File: config.mk
export PLATFORM = sky130hd
export DESIGN_NAME = gbsp_ctrl
export DESIGN_NICKNAME = d
export VERILOG_FILES = /design/src/hdl/grid_bfs_shortest_path_defines.svh /design/src/hdl/gbsp_pkg.sv /design/src/hdl/gbsp_ctrl.sv
export SDC_FILE = /design/constraint.sdc
export NUM_CORES = 1
export LEC_CHECK = 0
export ABC_CLOCK_PERIOD_IN_PS = 1300
export BUFFER_PORTS_ARGS = -buffer_cell sky130_fd_sc_hd__buf_4
export CORE_AREA = 4 4 41 43
export DETAILED_ROUTE_END_ITERATION = 12
export DIE_AREA = 0 0 45 47
export GPL_TIMING_DRIVEN = 0
export PLACE_DENSITY_LB_ADDON = 0.25
export SYNTH_ARGS = -nofsm -noshare
export SYNTH_HDL_FRONTEND = slang
export SYNTH_SLANG_ARGS = --single-unit
File: constraint.sdc
create_clock -name i_clk -period 1.3 [get_ports i_clk]
set_input_delay 0.13 -clock i_clk [delete_from_list [all_inputs] [get_ports i_clk]]
set_output_delay 0.13 -clock i_clk [all_outputs]
set_load 0.02 [all_outputs]
File: src/hdl/grid_bfs_shortest_path_defines.svh
// Assertion macros shared by the grid shortest-path search block.
`ifndef GRID_BFS_SHORTEST_PATH_DEFINES_SVH
`define GRID_BFS_SHORTEST_PATH_DEFINES_SVH

`ifndef ASSERT_OFF

`define ASSERT_IMPL(label, clk, rst_n, ante, cons) \
    label: assert property (@(posedge clk) disable iff (!rst_n) (ante) |-> (cons)) \
        else $error("same-cycle check failed");

`define ASSERT_NEXT(label, clk, rst_n, ante, cons) \
    label: assert property (@(posedge clk) disable iff (!rst_n) (ante) |=> (cons)) \
        else $error("next-cycle check failed");

`else

`define ASSERT_IMPL(label, clk, rst_n, ante, cons)

`define ASSERT_NEXT(label, clk, rst_n, ante, cons)

`endif

`endif

File: src/hdl/gbsp_pkg.sv
// Types and constants of the grid shortest-path search block.
package gbsp_pkg;

    localparam int ROW_W  = 6;
    localparam int DIST_W = 12;
    localparam int WORD_W = 64;
    localparam int SIZE_W = 7;

    typedef logic [ROW_W-1:0]  t_coord;
    typedef logic [DIST_W-1:0] t_dist;

    typedef struct packed {
        t_coord row;
        t_coord col;
        t_dist  steps;
    } t_q_entry;

    typedef enum logic [2:0] {
        S_IDLE,
        S_CLEAR,
        S_POP,
        S_ENTRY,
        S_NADDR,
        S_NTEST
    } t_state;

    localparam logic ACT_LOAD   = 1'b0;
    localparam logic ACT_SEARCH = 1'b1;

    localparam logic [1:0] DIR_UP    = 2'd0;
    localparam logic [1:0] DIR_DOWN  = 2'd1;
    localparam logic [1:0] DIR_LEFT  = 2'd2;
    localparam logic [1:0] DIR_RIGHT = 2'd3;
    localparam logic [1:0] DIR_LAST  = DIR_RIGHT;

    localparam logic [1:0] REG_GRID_SIZE  = 2'd0;
    localparam logic [1:0] REG_TARGET_ROW = 2'd1;
    localparam logic [1:0] REG_TARGET_COL = 2'd2;

    localparam logic [SIZE_W-1:0] GRID_SIZE_RST = 7'd64;

    typedef struct packed {
        logic load;
        logic srch_init;
        logic clr_step;
        logic pop;
        logic entry;
        logic nb_read;
        logic nb_push;
        logic k_inc;
        logic done_hit;
        logic done_miss;
    } t_dp_cmd;

    typedef struct packed {
        logic clr_last;
        logic q_empty;
        logic hit;
        logic nb_in;
        logic nb_open;
        logic k_last;
    } t_dp_sts;

endpackage

File: src/hdl/gbsp_ctrl.sv
// Search sequencer: clears the visited map, then pops cells and checks neighbors.
module gbsp_ctrl
    import gbsp_pkg::*;
(
    input  logic    i_clk,
    input  logic    i_rst_n,
    input  logic    i_start,
    input  logic    i_action,
    input  t_dp_sts i_sts,
    output t_dp_cmd o_cmd,
    output logic    o_busy
);

    t_state r_state;
    t_state n_state;

    always_ff @(posedge i_clk) begin
        if (!i_rst_n) begin
            r_state <= S_IDLE;
        end else begin
            r_state <= n_state;
        end
    end

    always_comb begin
        n_state = r_state;
        o_cmd   = '0;
        case (r_state)
            S_IDLE: begin
                if (i_start) begin
                    if (i_action == ACT_SEARCH) begin
                        o_cmd.srch_init = 1'b1;
                        n_state         = S_CLEAR;
                    end else begin
                        o_cmd.load = 1'b1;
                    end
                end
            end
            S_CLEAR: begin
                o_cmd.clr_step = 1'b1;
                if (i_sts.clr_last) begin
                    n_state = S_POP;
                end
            end
            S_POP: begin
                if (i_sts.q_empty) begin
                    o_cmd.done_miss = 1'b1;
                    n_state         = S_IDLE;
                end else begin
                    o_cmd.pop = 1'b1;
                    n_state   = S_ENTRY;
                end
            end
            S_ENTRY: begin
                if (i_sts.hit) begin
                    o_cmd.done_hit = 1'b1;
                    n_state        = S_IDLE;
                end else begin
                    o_cmd.entry = 1'b1;
                    n_state     = S_NADDR;
                end
            end
            S_NADDR: begin
                // skip neighbors outside the grid without a map read
                if (i_sts.nb_in) begin
                    o_cmd.nb_read = 1'b1;
                    n_state       = S_NTEST;
                end else if (i_sts.k_last) begin
                    n_state = S_POP;
                end else begin
                    o_cmd.k_inc = 1'b1;
                end
            end
            S_NTEST: begin
                if (i_sts.nb_open) begin
                    o_cmd.nb_push = 1'b1;
                end
                if (i_sts.k_last) begin
                    n_state = S_POP;
                end else begin
                    o_cmd.k_inc = 1'b1;
                    n_state     = S_NADDR;
                end
            end
            default: begin
                n_state = S_IDLE;
            end
        endcase
    end

    assign o_busy = (r_state != S_IDLE);

endmodule

==> metrics.csv, run 1 <==
stage,metric,value,unit
hold_path,Hold Startpoint,i_rst_n,
timing,fmax,0.740,GHz
clock_tree,CTS buffer count,3,
layout,most frequent cells in the layout,"31 x buf_4, 4 x buf_6, 4 x nand2_1",
timing,Slew Limit Fails,0,
setup_path,CP startpoint kind,flip-flop,
pwr,Comb pwr share,50.7,%
logic_synthesis,Syn Std Cell Area,322,sq um
run_status,failing checks,negative setup slack,
setup_path,"Req. time, crit path",1.17,ns
global_routing,largest net degree at the start of global routing,11,
pwr,Seq pwr share,20.1,%
global_routing,initial antenna violation count,0,
logic_synthesis,post-synthesis sequential area ratio,18.7,%
layout,# diodes,0,
floorplanning,Die ar.,2120,sq um
detailed_routing,Iteration-0 DRC Markers,1,
timing,setup ws final,-0.0517,ns
floorplanning,num rows,13,
logic_synthesis,syn_nets,51,
timing,minimum clock period,1.35,ns
floorplanning,Ports,21,
logic_synthesis,post-synthesis cell type count,25,
clock_tree,cts hold-fix bufs,0,
clock_tree,clk_lat worst skew,0.23,ns
layout,Seq. cell area,68.8,sq um
layout,post-route cell area,714,sq um
pwr,worst vdd ir,0.000534,V
layout,FILL cells,120,
detailed_routing,Vias/cell,4.67,
logic_synthesis,post-synth top area share,18.7,%
timing,Worst slew margin,85.2,%
pwr,P_int,366,uW
logic_synthesis,number of synthesized register bits,3,
timing,# setup viols final,6,
pwr,Pwr per Cell Area,770,nW/um^2
setup_path,crit path DAT,1.22,ns
pwr,net switching power figure,184,uW
setup_path,Crit. End Element,output port,
timing,total negative setup slack,-0.155,ns
timing,skew final,0.000559,ns
logic_synthesis,main area contributors after synthesis,"dfxtp_1 19%, nor3b_2 7.8%, buf_6 7.0%",
clock_tree,clock sink total,3,
layout,"most common cell after layout, fill and taps aside",buf_4,
logic_synthesis,synthesized area per cell,7.84,sq um
global_routing,grt ovf,0,
setup_path,worst r2r src,r_state[2],
timing,Tightest Pin Transition,0.220,ns
layout,Multi-input gate area,274,sq um
pwr,Net Sw Frac,33.4,%
clock_tree,H-Tree Depth,1,
timing,RSZ-0062 raised after global routing,true,
run_status,status,finished with violations,
setup_path,r2r setup slk,-0.02,ns
layout,Largest regs,r_state: 3 flops,
layout,nets@finish,90,
place,placed inst area,503,sq um
pwr,power share of the clock group,29.2,%
flow_run,Max Cap Viol,0,
layout,Largest register FFs,3,
logic_synthesis,Syn. warnings,0,
detailed_routing,DRT Pass-1 Iters,2,
layout,P&R area growth vs syn,122,%
clock_tree,CTS tree,yes,
clock_tree,maximum root-to-sink buffer count,2,
hold_path,min-delay worst type,in -> reg,
detailed_routing,WL/cell,12.1,microns
layout,"non-filler cells, final",94,
place,placed cells,76,
clock_tree,CTS root buf,clkbuf_4,
detailed_routing,final WL,1.14,mm
floorplanning,Die Width,45,microns
pwr,PnR Total Power,550,uW
global_routing,GRT Overall Usage,11.3,%
timing,Fin. Hold Viols,0,
setup_path,Worst Setup SP,r_state[0],
detailed_routing,via count,439,
place,dpl hpwl,688,microns
timing,period utilization,104,%
setup_path,Crit Path Class,reg -> out,
layout,Reg with most FFs,r_state,
logic_synthesis,cell taking the most area after synthesis,dfxtp_1,
place,I/O Buffers,20,
setup_path,"Max FO, Critical Path",8,
detailed_routing,DRC,0,
pwr,LEAKAGE,0.000336,uW
floorplanning,Core Region,1300,sq um
floorplanning,die height,47,microns
detailed_routing,remaining antenna violation count,0,
floorplanning,Initial Util,24.7,%
layout,Util after Layout,54.9,%
global_routing,vias in the first global route,440,
global_routing,wire length of the first global-routing pass,1.73,mm
layout,layout cells sized above 1,70.9,%
clock_tree,clock-pin slew on the worst setup and hold paths,0.04,ns
logic_synthesis,Syn Inst Count,41,
place,routability congestion estimate,0.728,
## final timing paths
kind	end	cells past startpoint
max	o_cmd[9]	5
min	r_state[2]	2
max reg2reg	r_state[0]	7
min reg2reg	r_state[0]	4
## kinds of logic (layout without fill, tap and decap cells)
group	count (synthesis)	count (layout)	synth area share (%)
AO/OA/AOI/OAI	10	10	23.0
buffers and inverters	6	44	12.8
flip-flops	3	3	18.7
AND/OR/NAND/NOR	22	22	45.5
## worst max-delay path, stage by stage, from the launching register on
cell and delay (ns):
dfxtp_4 0.36, buf_8 0.14, nor3_4 0.19, nand2_1 0.07, nor2_1 0.09, buf_4 0.14
## stage by stage
step                worst slack, ns  hold WS [ns]
CTS                         -0.0601         0.133
finish                      -0.0517         0.143
detailed placement           0.0393         0.381
global placement             0.0341         0.376
global route                 -0.125         0.162
floorplan                    0.0475         0.258
## per-layer routing
metal  GRT usage [%]  vias up  wire (microns)
li1                -      225               -
met1            11.8      208             469
met2            19.8        6             633
met3            3.07        0              36
met4            7.60        0               0
met5               0        -               0
## cell usage after synthesis (all sizes together)
cell type and n:
and3 1, a21oi 3, nor3b 3, nor3 3, nand2b 1, o41ai 1
o31a 1, a22oi 1, and4b 1, nor2 4, nand3b 1, a211oi 1
buf 3, o21ai 2, o22a 1, nand2 5, inv 3, nor4b 2
nor4 1, dfxtp 3
## cell type report
type / count / area share (%)
Multi-Input combinational cell: 32 / 38.4
Inverter: 3 / 2.63
Sequential cell: 3 / 9.63
Timing Repair Buffer: 34 / 37.3
Buffer: 3 / 5.78
Tap cell: 15 / 2.63
Clock buffer: 4 / 3.68
## what timing repair did
action | 4_1_cts | 5_1_grt
pin swaps | 5 | 6
buffers inserted | 8 | 6
resized for setup | 12 | 11
setup endpoints to repair | 11 | 11
## power groups by stage
stage	clock network, uW	registers [uW]	logic (uW)
floorplan	0	108	123
global placement	0	111	193
detailed placement	0	111	193
CTS	172	110	218
global route	177	112	297
finish	161	111	279
Note: power is estimated with default switching activity, not from simulation.
==> inputs of run 2 (changes only) <==
--- a/config.mk
+++ b/config.mk
@@ -5,7 +5,7 @@
 export SDC_FILE = /design/constraint.sdc
 export NUM_CORES = 1
 export LEC_CHECK = 0
-export ABC_CLOCK_PERIOD_IN_PS = 1300
+export ABC_CLOCK_PERIOD_IN_PS = 1540
 export BUFFER_PORTS_ARGS = -buffer_cell sky130_fd_sc_hd__buf_4
 export CORE_AREA = 4 4 41 43
 export DETAILED_ROUTE_END_ITERATION = 12
==> constraint.sdc (replaced) <==
create_clock -name i_clk -period 1.54 [get_ports i_clk]
set_input_delay 0.154 -clock i_clk [delete_from_list [all_inputs] [get_ports i_clk]]
set_output_delay 0.154 -clock i_clk [all_outputs]
set_load 0.02 [all_outputs]
==> run 2 against run 1 <==
The run now ends clean. Combinational power down 41%. Die area is the same. Sequential power shrank 17%. Via count decreased by 16%. Non-clock buffer count down 14. Critical endpoint is now o_cmd[2].
==> metrics.csv, run 2 (same netlist as run 1, synthesis figures left out) <==
stage,metric,value,unit
run_status,status,"finished, final reports clean",
layout,P&R area growth vs syn,64.2,%
global_routing,grt ovf,0,
timing,fmax,0.706,GHz
clock_tree,clock sink total,3,
timing,Slew Limit Fails,0,
global_routing,met3 usage,1.92,%
detailed_routing,Iteration-0 DRC Markers,4,
setup_path,"Req. time, crit path",1.39,ns
global_routing,GRT Overall Usage,9.06,%
pwr,Seq pwr share,23.5,%
layout,layout cells sized above 1,50.8,%
timing,# setup viols final,0,
floorplanning,Die ar.,2120,sq um
clock_tree,clk_lat worst skew,0.23,ns
setup_path,Crit. End Element,output port,
timing,skew final,0.00178,ns
floorplanning,Core Region,1300,sq um
floorplanning,Die Width,45,microns
layout,"most common cell after layout, fill and taps aside",buf_4,
detailed_routing,WL/cell,11.0,microns
floorplanning,die height,47,microns
setup_path,WP buf/inv,3,
pwr,LEAKAGE,0.000244,uW
place,dpl ws,0.250,ns
clock_tree,CTS root buf,clkbuf_4,
global_routing,met1 GRT Util,12.4,%
timing,Tightest Pin Transition,0.280,ns
global_routing,met2 GRT Util,13.0,%
detailed_routing,remaining antenna violation count,0,
pwr,Pwr per Cell Area,745,nW/um^2
pwr,P_int,263,uW
layout,nets@finish,76,
clock_tree,H-Tree Depth,1,
pwr,Net Sw Frac,33.2,%
setup_path,crit path DAT,1.26,ns
place,routability congestion estimate,0.730,
clock_tree,maximum root-to-sink buffer count,2,
layout,most frequent cells in the layout,"21 x buf_4, 5 x nand2_1, 4 x nor2_1",
clock_tree,CTS tree,yes,
floorplanning,Ports,21,
pwr,net switching power figure,131,uW
setup_path,Crit path top cell by count,buf_4,
clock_tree,clock-pin slew on the worst setup and hold paths,0.04,ns
pwr,worst vdd ir,0.000423,V
clock_tree,post-CTS resize count,1,
setup_path,Critical-path top delay cell,dfxtp_1,
setup_path,CP startpoint kind,flip-flop,
clock_tree,CTS buffer count,3,
setup_path,CP peak stage delay,0.29,ns
floorplanning,num rows,13,
setup_path,worst-path cell chain,buf_4 > inv_2 > nand2_1 > nor3b_2 > buf_4,
global_routing,wire length of the first global-routing pass,1.41,mm
pwr,power share of the clock group,34.3,%
timing,RSZ-0062 raised after global routing,false,
timing,Fin. Hold Viols,0,
global_routing,largest net degree at the start of global routing,11,
timing,Worst slew margin,81.3,%
timing,setup ws final,0.123,ns
setup_path,Crit Path Class,reg -> out,
place,I/O Buffers,20,
timing,period utilization,92.0,%
layout,Reg with most FFs,r_state,
detailed_routing,Vias/cell,4.63,
detailed_routing,via count,370,
global_routing,initial antenna violation count,0,
detailed_routing,DRC,0,
place,dpl hpwl,681,microns
setup_path,Top Family by Delay on Critical Path,buffers and inverters,
layout,Largest register FFs,3,
timing,worst hold slack,0.171,ns
flow_run,Max Cap Viol,0,
timing,total negative setup slack,0,ns
global_routing,Most Crowded Layer GR,met2,
timing,minimum clock period,1.42,ns
layout,Util after Layout,40.6,%
hold_path,min-delay worst type,in -> reg,
layout,Largest regs,r_state: 3 flops,
clock_tree,Post-CTS Setup Repair Bufs,0,
detailed_routing,DRT Pass-1 Iters,2,
layout,# diodes,0,
global_routing,vias in the first global route,341,
pwr,Comb pwr share,42.2,%
setup_path,"Max FO, Critical Path",9,
detailed_routing,final WL,877,microns
floorplanning,Initial Util,24.7,%
clock_tree,cts hold-fix bufs,0,
==> run 2: cell types whose count changed in the layout (fill, tap and decap cells not counted), moves of 2 or more <==
| cell | previous run | this run |
|---|---|---|
| buf_6 | 4 | 2 |
| dfxtp_4 | 2 | 0 |
| dfxtp_1 | 0 | 3 |
| buf_4 | 31 | 21 |
| buf_8 | 2 | 0 |
==> run 2: power by group through the flow <==
| stage | logic, uW | registers [uW] | clock network, uW |
|---|---|---|---|
| CTS | 162 | 92.5 | 142 |
| global placement | 160 | 94.2 | 0 |
| finish | 166 | 92.6 | 135 |
| detailed placement | 159 | 93.4 | 0 |
| global route | 182 | 93.4 | 149 |
| floorplan | 101 | 91.3 | 0 |
==> run 2: through the flow <==
step,std cells,power (uW),instance area (sq um)
final,80,394,528
after floorplan,41,192,322
after global placement,76,254,490
after global routing,80,424,528
after detailed placement,76,253,490
after CTS,80,397,522
==> run 2: layout make-up <==
class	instances	area, sq um
inverter	3	11.3
fill	150	773
tap	15	18.8
buffer	3	30.0
clock buffer	4	26.3
multi-input combinational	32	231
sequential	3	60.1
timing repair buffer	20	150
==> run 2: layer usage <==
layer / vias up / wire length, microns / share of wire, %
met3: 0 / 66 / 7.5
met1: 159 / 433 / 49
met4: 0 / 0 / 0
li1: 200 / - / -
met2: 11 / 377 / 43
met5: - / 0 / 0
==> run 2: path summary, 6_finish.rpt <==
kind	slack (ns)	to	cells past startpoint	start
setup reg to reg	0.38	r_state[0]	5	r_state[2]
hold / removal	0.17	r_state[2]	2	i_rst_n
hold reg to reg	0.73	r_state[0]	4	r_state[1]
setup / recovery	0.12	o_cmd[2]	5	r_state[1]
==> inputs of run 3 (changes only) <==
--- a/config.mk
+++ b/config.mk
@@ -8,6 +8,7 @@
 export ABC_CLOCK_PERIOD_IN_PS = 1540
 export BUFFER_PORTS_ARGS = -buffer_cell sky130_fd_sc_hd__buf_4
 export CORE_AREA = 4 4 41 43
+export CTS_BUF_LIST = sky130_fd_sc_hd__clkbuf_2 sky130_fd_sc_hd__clkbuf_4 sky130_fd_sc_hd__clkbuf_8
 export DETAILED_ROUTE_END_ITERATION = 12
 export DIE_AREA = 0 0 45 47
 export GPL_TIMING_DRIVEN = 0
==> run 3 against run 2 <==
Sequential cell count unchanged. Sequential share of layout area fell by 0.080 points. Power rose by 4.4%. Via count unchanged. Critical path depth is the same. Critical path type unchanged.
==> metrics.csv, run 3 (same netlist as run 1, synthesis figures left out) <==
stage,metric,value,unit
timing,Worst slew margin,81.3,%
timing,Slew Limit Fails,0,
detailed_routing,via count,370,
global_routing,vias in the first global route,341,
layout,Largest regs,r_state: 3 flops,
floorplanning,Die Width,45,microns
setup_path,"Req. time, crit path",1.39,ns
floorplanning,Core Region,1300,sq um
timing,RSZ-0062 raised after global routing,false,
floorplanning,num rows,13,
layout,# diodes,0,
detailed_routing,DRC,0,
layout,layout cells sized above 1,52.3,%
global_routing,wire length of the first global-routing pass,1.41,mm
global_routing,GRT Overall Usage,9.06,%
setup_path,worst r2r src,r_state[2],
detailed_routing,Vias/cell,4.63,
place,placed inst area,490,sq um
clock_tree,clock-pin slew on the worst setup and hold paths,0.04,ns
flow_run,Max Cap Viol,0,
clock_tree,clock sink total,3,
floorplanning,Initial Util,24.7,%
place,I/O Buffers,20,
clock_tree,cts hold-fix bufs,0,
layout,most frequent cells in the layout,"21 x buf_4, 5 x nand2_1, 4 x nor2_1, 4 x clkbuf_4",
detailed_routing,remaining antenna violation count,0,
setup_path,Worst Setup SP,r_state[1],
pwr,LEAKAGE,0.000247,uW
layout,Largest register FFs,3,
layout,nets@finish,76,
place,routability congestion estimate,0.730,
clock_tree,clk_lat worst skew,0.23,ns
place,dpl hpwl,681,microns
layout,P&R area growth vs syn,65.4,%
timing,total negative setup slack,0,ns
layout,"most common cell after layout, fill and taps aside",buf_4,
detailed_routing,final WL,876,microns
clock_tree,H-Tree Depth,1,
timing,period utilization,91.9,%
global_routing,largest net degree at the start of global routing,11,
clock_tree,CTS buffer count,3,
hold_path,min-delay worst type,in -> reg,
pwr,worst vdd ir,0.000456,V
setup_path,r2r setup slk,0.38,ns
run_status,status,"finished, final reports clean",
layout,Reg with most FFs,r_state,
pwr,Pwr per Cell Area,773,nW/um^2
timing,skew final,0.00136,ns
setup_path,CP startpoint kind,flip-flop,
floorplanning,Die ar.,2120,sq um
clock_tree,CTS tree,yes,
layout,"non-filler cells, final",80,
timing,minimum clock period,1.42,ns
setup_path,Crit. End Element,output port,
floorplanning,Ports,21,
clock_tree,CTS root buf,clkbuf_4,
detailed_routing,DRT Pass-1 Iters,2,
global_routing,initial antenna violation count,0,
detailed_routing,Iteration-0 DRC Markers,4,
setup_path,Crit Path Class,reg -> out,
timing,Fin. Hold Viols,0,
timing,Tightest Pin Transition,0.280,ns
place,placed cells,76,
setup_path,crit path DAT,1.26,ns
layout,Util after Layout,40.9,%
layout,post-route cell area,532,sq um
clock_tree,maximum root-to-sink buffer count,2,
detailed_routing,WL/cell,11.0,microns
hold_path,Hold Startpoint,i_rst_n,
layout,FILL cells,150,
setup_path,"Max FO, Critical Path",9,
floorplanning,die height,47,microns
timing,# setup viols final,0,
timing,fmax,0.706,GHz
global_routing,grt ovf,0,
==> run 3: what timing repair did <==
| action | CTS | global route |
|---|---|---|
| setup endpoints to repair | 2 | 1 |
| resized for setup | 1 | 1 |
| setup buffers | 0 | 0 |
| endpoints found under the hold margin | 0 | 0 |
==> run 3: where the power goes <==
group | internal (uW) | total, uW | switching, uW
combinational | 81.7 | 166 | 84.5
sequential | 84.2 | 92.6 | 8.45
clock | 114 | 152 | 37.6
total | 280 | 411 | 131
==> run 3: final timing paths <==
kind                end  depth (start not counted)
max reg2reg  r_state[0]                          5
min reg2reg  r_state[0]                          4
min          r_state[2]                          2
max            o_cmd[2]                          5
==> run 3: routing by layer <==
layer / track usage (%) / vias up / share of wire, % / wire length [microns]
met1: 12.4 / 159 / 50 / 438
met4: 5.26 / 0 / 0 / 0
met5: 0 / - / 0 / 0
met3: 1.92 / 0 / 7.0 / 61
li1: - / 200 / - / -
met2: 13.0 / 11 / 43 / 376
==> run 3: layout make-up <==
type,instances,area [sq um],share of cell area (%)
Multi-Input combinational cell,32,231,43.5
Timing Repair Buffer,20,150,28.2
Sequential cell,3,60.1,11.3
Clock buffer,4,30.0,5.65
Buffer,3,30.0,5.65
Tap cell,15,18.8,3.53
Inverter,3,11.3,2.12
==> run 3: through the flow <==
stage | power, uW | worst slack [ns] | hold slack (ns)
after floorplan | 192 | 0.136 | 0.282
after global placement | 254 | 0.241 | 0.402
after detailed placement | 253 | 0.250 | 0.403
after CTS | 413 | 0.0822 | 0.164
after global routing | 442 | 0.0161 | 0.168
final | 411 | 0.124 | 0.172
==> run 3: worst max-delay path: stages (launching register included) <==
cell and delay [ns]:
dfxtp_1 0.29, buf_4 0.16, inv_2 0.10, nand2_1 0.11
nor3b_2 0.20, buf_4 0.17
